**src/jet_pkg.sv**
```systemverilog
// ---------------------------------------------------------------------------
// jet_pkg
// Shared types and constants for the Julia escape-time core.
// ---------------------------------------------------------------------------
package jet_pkg;

	localparam int COORD_W   = 32;  // coordinate word, signed fixed point
	localparam int COUNT_W   = 16;  // iteration count / limit
	localparam int CFG_IDX_W = 2;   // register index on the config channel
	localparam int PROD_W    = 64;  // exact product of two coordinates
	localparam int RND_W     = 34;  // rounded square terms while z is bounded

	localparam logic [COUNT_W-1:0] LIMIT_RESET = 16'd500;

	typedef enum logic [CFG_IDX_W-1:0] {
		CFG_C_REAL     = 2'd0,
		CFG_C_IMAG     = 2'd1,
		CFG_ITER_LIMIT = 2'd2
	} cfg_idx_t;

	// controller -> datapath
	typedef struct packed {
		logic load;      // take the start point, clear the count
		logic mul;       // register zr*zr, zi*zi, zr*zi
		logic chk;       // register rounded real/imag terms
		logic upd;       // add c, saturate, bump the count
		logic out_load;  // capture count and escape flag
	} dp_cmd_t;

	// datapath -> controller
	typedef struct packed {
		logic escape;    // |z|^2 >= 4
		logic at_limit;  // count has reached the limit
	} dp_stat_t;

endpackage

```
**src/jet_ctrl.sv**
```systemverilog
// ---------------------------------------------------------------------------
// jet_ctrl
// Sequencer: one iteration is multiply, check/round, update.
// ---------------------------------------------------------------------------
module jet_ctrl (
	input  logic               clk,
	input  logic               arst_n,
	input  logic               in_valid,
	output logic               in_ready,
	output logic               out_valid,
	input  logic               out_ready,
	input  jet_pkg::dp_stat_t  stat,
	output jet_pkg::dp_cmd_t   cmd
);

	typedef enum logic [1:0] {
		ST_IDLE,
		ST_MUL,
		ST_CHK,
		ST_UPD
	} state_t;

	state_t state_q;
	logic   out_valid_q;
	logic   finish;
	logic   out_free;

	assign in_ready  = (state_q == ST_IDLE);
	assign out_valid = out_valid_q;
	assign out_free  = !out_valid_q || out_ready;
	assign finish    = (state_q == ST_CHK) && (stat.escape || stat.at_limit);

	always_comb begin
		cmd          = '0;
		cmd.load     = in_ready && in_valid;
		cmd.mul      = (state_q == ST_MUL);
		cmd.chk      = (state_q == ST_CHK);
		cmd.upd      = (state_q == ST_UPD);
		cmd.out_load = finish && out_free;
	end

	always_ff @(posedge clk or negedge arst_n) begin
		if (!arst_n) begin
			state_q     <= ST_IDLE;
			out_valid_q <= 1'b0;
		end else begin
			if (cmd.out_load) begin
				out_valid_q <= 1'b1;
			end else if (out_ready) begin
				out_valid_q <= 1'b0;
			end
			unique case (state_q)
				ST_IDLE: begin
					if (in_valid) begin
						state_q <= ST_MUL;
					end
				end
				ST_MUL: begin
					state_q <= ST_CHK;
				end
				ST_CHK: begin
					if (!finish) begin
						state_q <= ST_UPD;
					end else if (out_free) begin
						state_q <= ST_IDLE;
					end
				end
				ST_UPD: begin
					state_q <= ST_MUL;
				end
				default: begin
					state_q <= ST_IDLE;
				end
			endcase
		end
	end

endmodule

```
**config.mk**
```make
export PLATFORM = sky130hd
export DESIGN_NAME = jet_ctrl
export DESIGN_NICKNAME = d
export VERILOG_FILES = /design/src/jet_pkg.sv /design/src/jet_ctrl.sv
export SDC_FILE = /design/constraint.sdc
export NUM_CORES = 1
export LEC_CHECK = 0
export BUFFER_PORTS_ARGS = -buffer_cell sky130_fd_sc_hd__buf_2
export CAP_MARGIN = 0
export CELL_PAD_IN_SITES_DETAIL_PLACEMENT = 1
export CELL_PAD_IN_SITES_GLOBAL_PLACEMENT = 1
export CORE_AREA = 8 8 45 47
export CTS_CLUSTER_DIAMETER = 80
export DETAILED_ROUTE_END_ITERATION = 7
export DIE_AREA = 0 0 53 55
export PLACE_DENSITY_LB_ADDON = 0.25
export SLEW_MARGIN = 20
export SYNTH_ARGS = -nofsm -noshare
export SYNTH_HDL_FRONTEND = slang
export SYNTH_SLANG_ARGS = --single-unit
```
**constraint.sdc**
```tcl
create_clock -name clk -period 2.2 [get_ports clk]
set_input_delay 0 -clock clk [delete_from_list [all_inputs] [get_ports clk]]
set_output_delay 0 -clock clk [all_outputs]
set_load 0.05 [all_outputs]
```
After elaboration in Yosys (flattened, before gate mapping):

Cells that the tools add are included.

* mux-type cells: 6
* reduce and logical (&&, ||, !) cells: 9
* equality and inequality tests: 5

Operators by type and width (number)
* $pmux W2 S4: 1
* $mux W2: 3
* $eq A2 B2 Y1 const B: 2
* $logic_and A1 B1 Y1: 3
* $ne A3 B2 Y1 const B: 1
* $eq A2 B1 Y1 const B: 1
* $logic_not A2 Y1: 1
* $logic_or A1 B1 Y1: 2
* $mux W1: 2
* $ne A2 B2 Y1 const B: 1
* $reduce_and A2 Y1: 1
* $reduce_bool A2 Y1: 1
* $logic_not A1 Y1: 1

* word-level logic and storage cells: 22
* input bits: 6
* bits in registers: 3
* output and inout bits: 7

Longest topological paths before layout:

* depth in word-level cells: 5
* mapped depth: 5
* mapped depth without buffers: 5

Least setup slack after synthesis:

Ideal clock, no wire load.

* path kind: register -> register
* from: register state_q[0]
* to: register state_q[1]
* buffers on the path: 0
* clock period less this slack: 1560 ps
* data required time: 2121 ps
* data arrival time: 1480 ps
* cell stages (with the launch flop): 6
* slack: 640 ps
* library setup time: 79 ps
* cell sequence: dfrtp_1 -> inv_1 -> ha_1 -> o21ai_2 -> o21ai_2 -> mux2i_1

RTL lines
* from (decl): RTL line jet_ctrl.sv:23 `state_t state_q;`
* from (signal assigned): RTL line jet_ctrl.sv:44 `state_q <= ST_IDLE;`
* from (signal assigned): RTL line jet_ctrl.sv:55 `state_q <= ST_MUL;`
* from (signal assigned): RTL line jet_ctrl.sv:59 `state_q <= ST_CHK;`

==> flow_summary.yaml <==
run_status:
  run_status: "complete, no violations"
cells_and_area:
  area_growth_pct: 48.4
  stdcell_count: 55
  regArea_um2: 75.1
  drive_gt1_share_pct: 48.7
  multi_input_area_um2: 158
  design_area_um2: 357
  fin_nets: 51
  fin_util_pct: 25.8
  num_antenna_cells: 0
  fill_cells: 170
floorplan:
  io_pins: 13
  die_x_um: 53
  fp-row-count: 14
  die-area_mm2: 0.00292
  die_h_um: 55
  initial_core_util_pct: 17.4
  core_mm2: 0.00138
power_and_ir_drop:
  peakVddDrop_mv: 0.326
  cellLeakagePower_nw: 0.196
  p_per_area_mw_per_mm2: 1620
timing:
  fin_crit_sh_pct: 69.0
  finalSetupViolCount: 0
  slew_violations: 0
  fmax_mhz: 659
  max_slew_margin_pct: 82.9
  finalHoldViolCount: 0
  rsz0062_at_grt: "no"
  fin_worst_skew_ns: 0.00289
  final.setup.tns_ns: 0
  tightest_slew_ns: 0.258
  period_minus_slack_ns: 1.52
synth:
  ys_seq_elements: 3
  synth_nets: 33
  synthSimpleGateAreaFrac_pct: 21.9
  ys_seq_area_share_pct: 31.3
  synthAdderAreaFrac_pct: 26.0
  synth-xor-area-share_pct: 0
  avgSynthCellArea_um2: 10.9
  synth_compound_area_share_pct: 13.5
  synthMuxAreaShare_pct: 4.17
  synth_top_family_by_area: "adder cells"
  synthCells: 22
  syn_area_um2: 240
  ys_types: 13
  yosysWarnings: 0
routing:
  ant_nets: 0
  drt_first_pass_iters: 2
  vias_per_cell: 3.89
  drcViolationCount: 0
  wl_per_cell_um: 11.1
  drt_iter0_drc: 1
  totalWireLength_um: 608
  num_vias: 214
clock_network:
  cts.sinks: 3
  numCtsBuffers: 3
  root_buffer: "clkbuf_4"
  worstSkewPairLatency_ns: 0.23
  cts_max_level: 1
  post_cts_buffers: 0
  clk_path_buf_depth: 2
  cts_tree: "built"
  clk_pin_slew_ns: 0.04
placement:
  io_buffers: 12
  placed_cell_area_um2: 320
  routabilityCongestion: 0.729
  dp.final_hpwl_um: 512
  dp.cells: 50
critical_path:
  cp_max_fo: 5
  cp_data_required_time_ns: 2.20
  crit_type: "reg2out"
  crit_path_end_kind: "output port"
  r2r_slack_ns: 0.90
  start_kind: "register"
  cp.arrival_ns: 1.52
global_routing:
  overflow: 0
  grt_pass1_vias: 234
  grt_start_max_net_pins: 6
  antenna_found_initial: 0
  grt_use_total_pct: 4.70
  grt_pass1_wl_um: 917
worst_hold_path:
  hold_class: "in2reg"
flow_run:
  cap_violations: 0
-- worst max-delay path, cell delays in order, from the launching register on --
cell and delay (ns):
dfrtp_1 0.42, inv_1 0.11, ha_1 0.21, o21ai_2 0.10, and2b_2 0.21, buf_2 0.25
-- through the flow --
stage                     hold WS (ns)  setup WS (ns)  power, mW
after floorplan                 -0.296          0.640      0.415
after global placement          -0.201          0.943      0.486
after detailed placement        -0.198          0.881      0.490
after CTS                       0.0367          0.652      0.596
after global routing            0.0555          0.597      0.621
final                           0.0425          0.683      0.579
-- per-layer routing --
metal	wire, um	up-vias	GRT usage, %
li1	-	107	-
met1	204	103	3.34
met2	353	4	7.81
met3	49	0	2.41
met4	0	0	6.47
met5	0	-	0
-- registers in the layout, indices dropped and copies added (netlist names) --
register and count:
out_valid 1, state_q 2
-- cell type report --
cell class | count | share of cell area, %
clock buffers | 4 | 7.37
inverters | 2 | 2.11
multi-input cells | 17 | 44.2
flip-flops and latches | 3 | 21.1
well taps | 16 | 5.61
repair buffers | 13 | 19.6
-- timing repair --
item                                   in CTS  in global routing
gates resized for setup                     0                  0
hold buffers                                1                  0
endpoints found under the hold margin       3                  0
-- cells in the mapped netlist --
| cell type | n | share of area (%) |
|---|---|---|
| a32o_1 | 1 | 4.2 |
| and2_1 | 1 | 2.6 |
| and2b_2 | 1 | 3.6 |
| dfrtp_1 | 3 | 31 |
| ha_1 | 5 | 26 |
| inv_1 | 2 | 3.1 |
| mux2i_1 | 1 | 4.2 |
| nand2_1 | 1 | 1.6 |
| nand2b_1 | 2 | 5.2 |
| nand2b_4 | 1 | 5.7 |
| nor3b_1 | 1 | 3.1 |
| o21ai_1 | 1 | 2.1 |
| o21ai_2 | 2 | 7.3 |
-- final timing paths --
path,from,to,cells after the start
worst min-delay path,stat[1],out_valid$_DFFE_PN0P_,3
worst max-delay path,state_q[0]$_DFFE_PN0P_,cmd[0],5
worst max register to register,state_q[0]$_DFFE_PN0P_,state_q[1]$_DFFE_PN0P_,5
worst min register to register,out_valid$_DFFE_PN0P_,out_valid$_DFFE_PN0P_,2
min in group asynchronous,arst_n,out_valid$_DFFE_PN0P_,2
max in group asynchronous,arst_n,state_q[1]$_DFFE_PN0P_,2
-- cells by family (layout without fill, tap and decap cells) --
group | Yosys count | in the layout
simple gates | 7 | 7
fa+ha+maj | 5 | 5
buf+inv | 2 | 19
flops | 3 | 3
compound gates | 4 | 4
mux | 1 | 1
-- power by group --
group          leakage (nW)  total, mW  switching, mW  internal (mW)
logic                 0.143      0.375          0.269          0.106
clock network        0.0150     0.0983         0.0302         0.0681
registers            0.0379      0.106         0.0259         0.0799
-- cell usage in the layout (no fill, tap or decap), types with 2 or more instances in the layout --
| cell type | instances |
|---|---|
| ha_1 | 5 |
| dfrtp_1 | 3 |
| buf_2 | 12 |
| inv_1 | 2 |
| clkbuf_4 | 3 |
| o21ai_2 | 2 |
| nand2b_1 | 2 |
(Power assumes the default switching activity.)
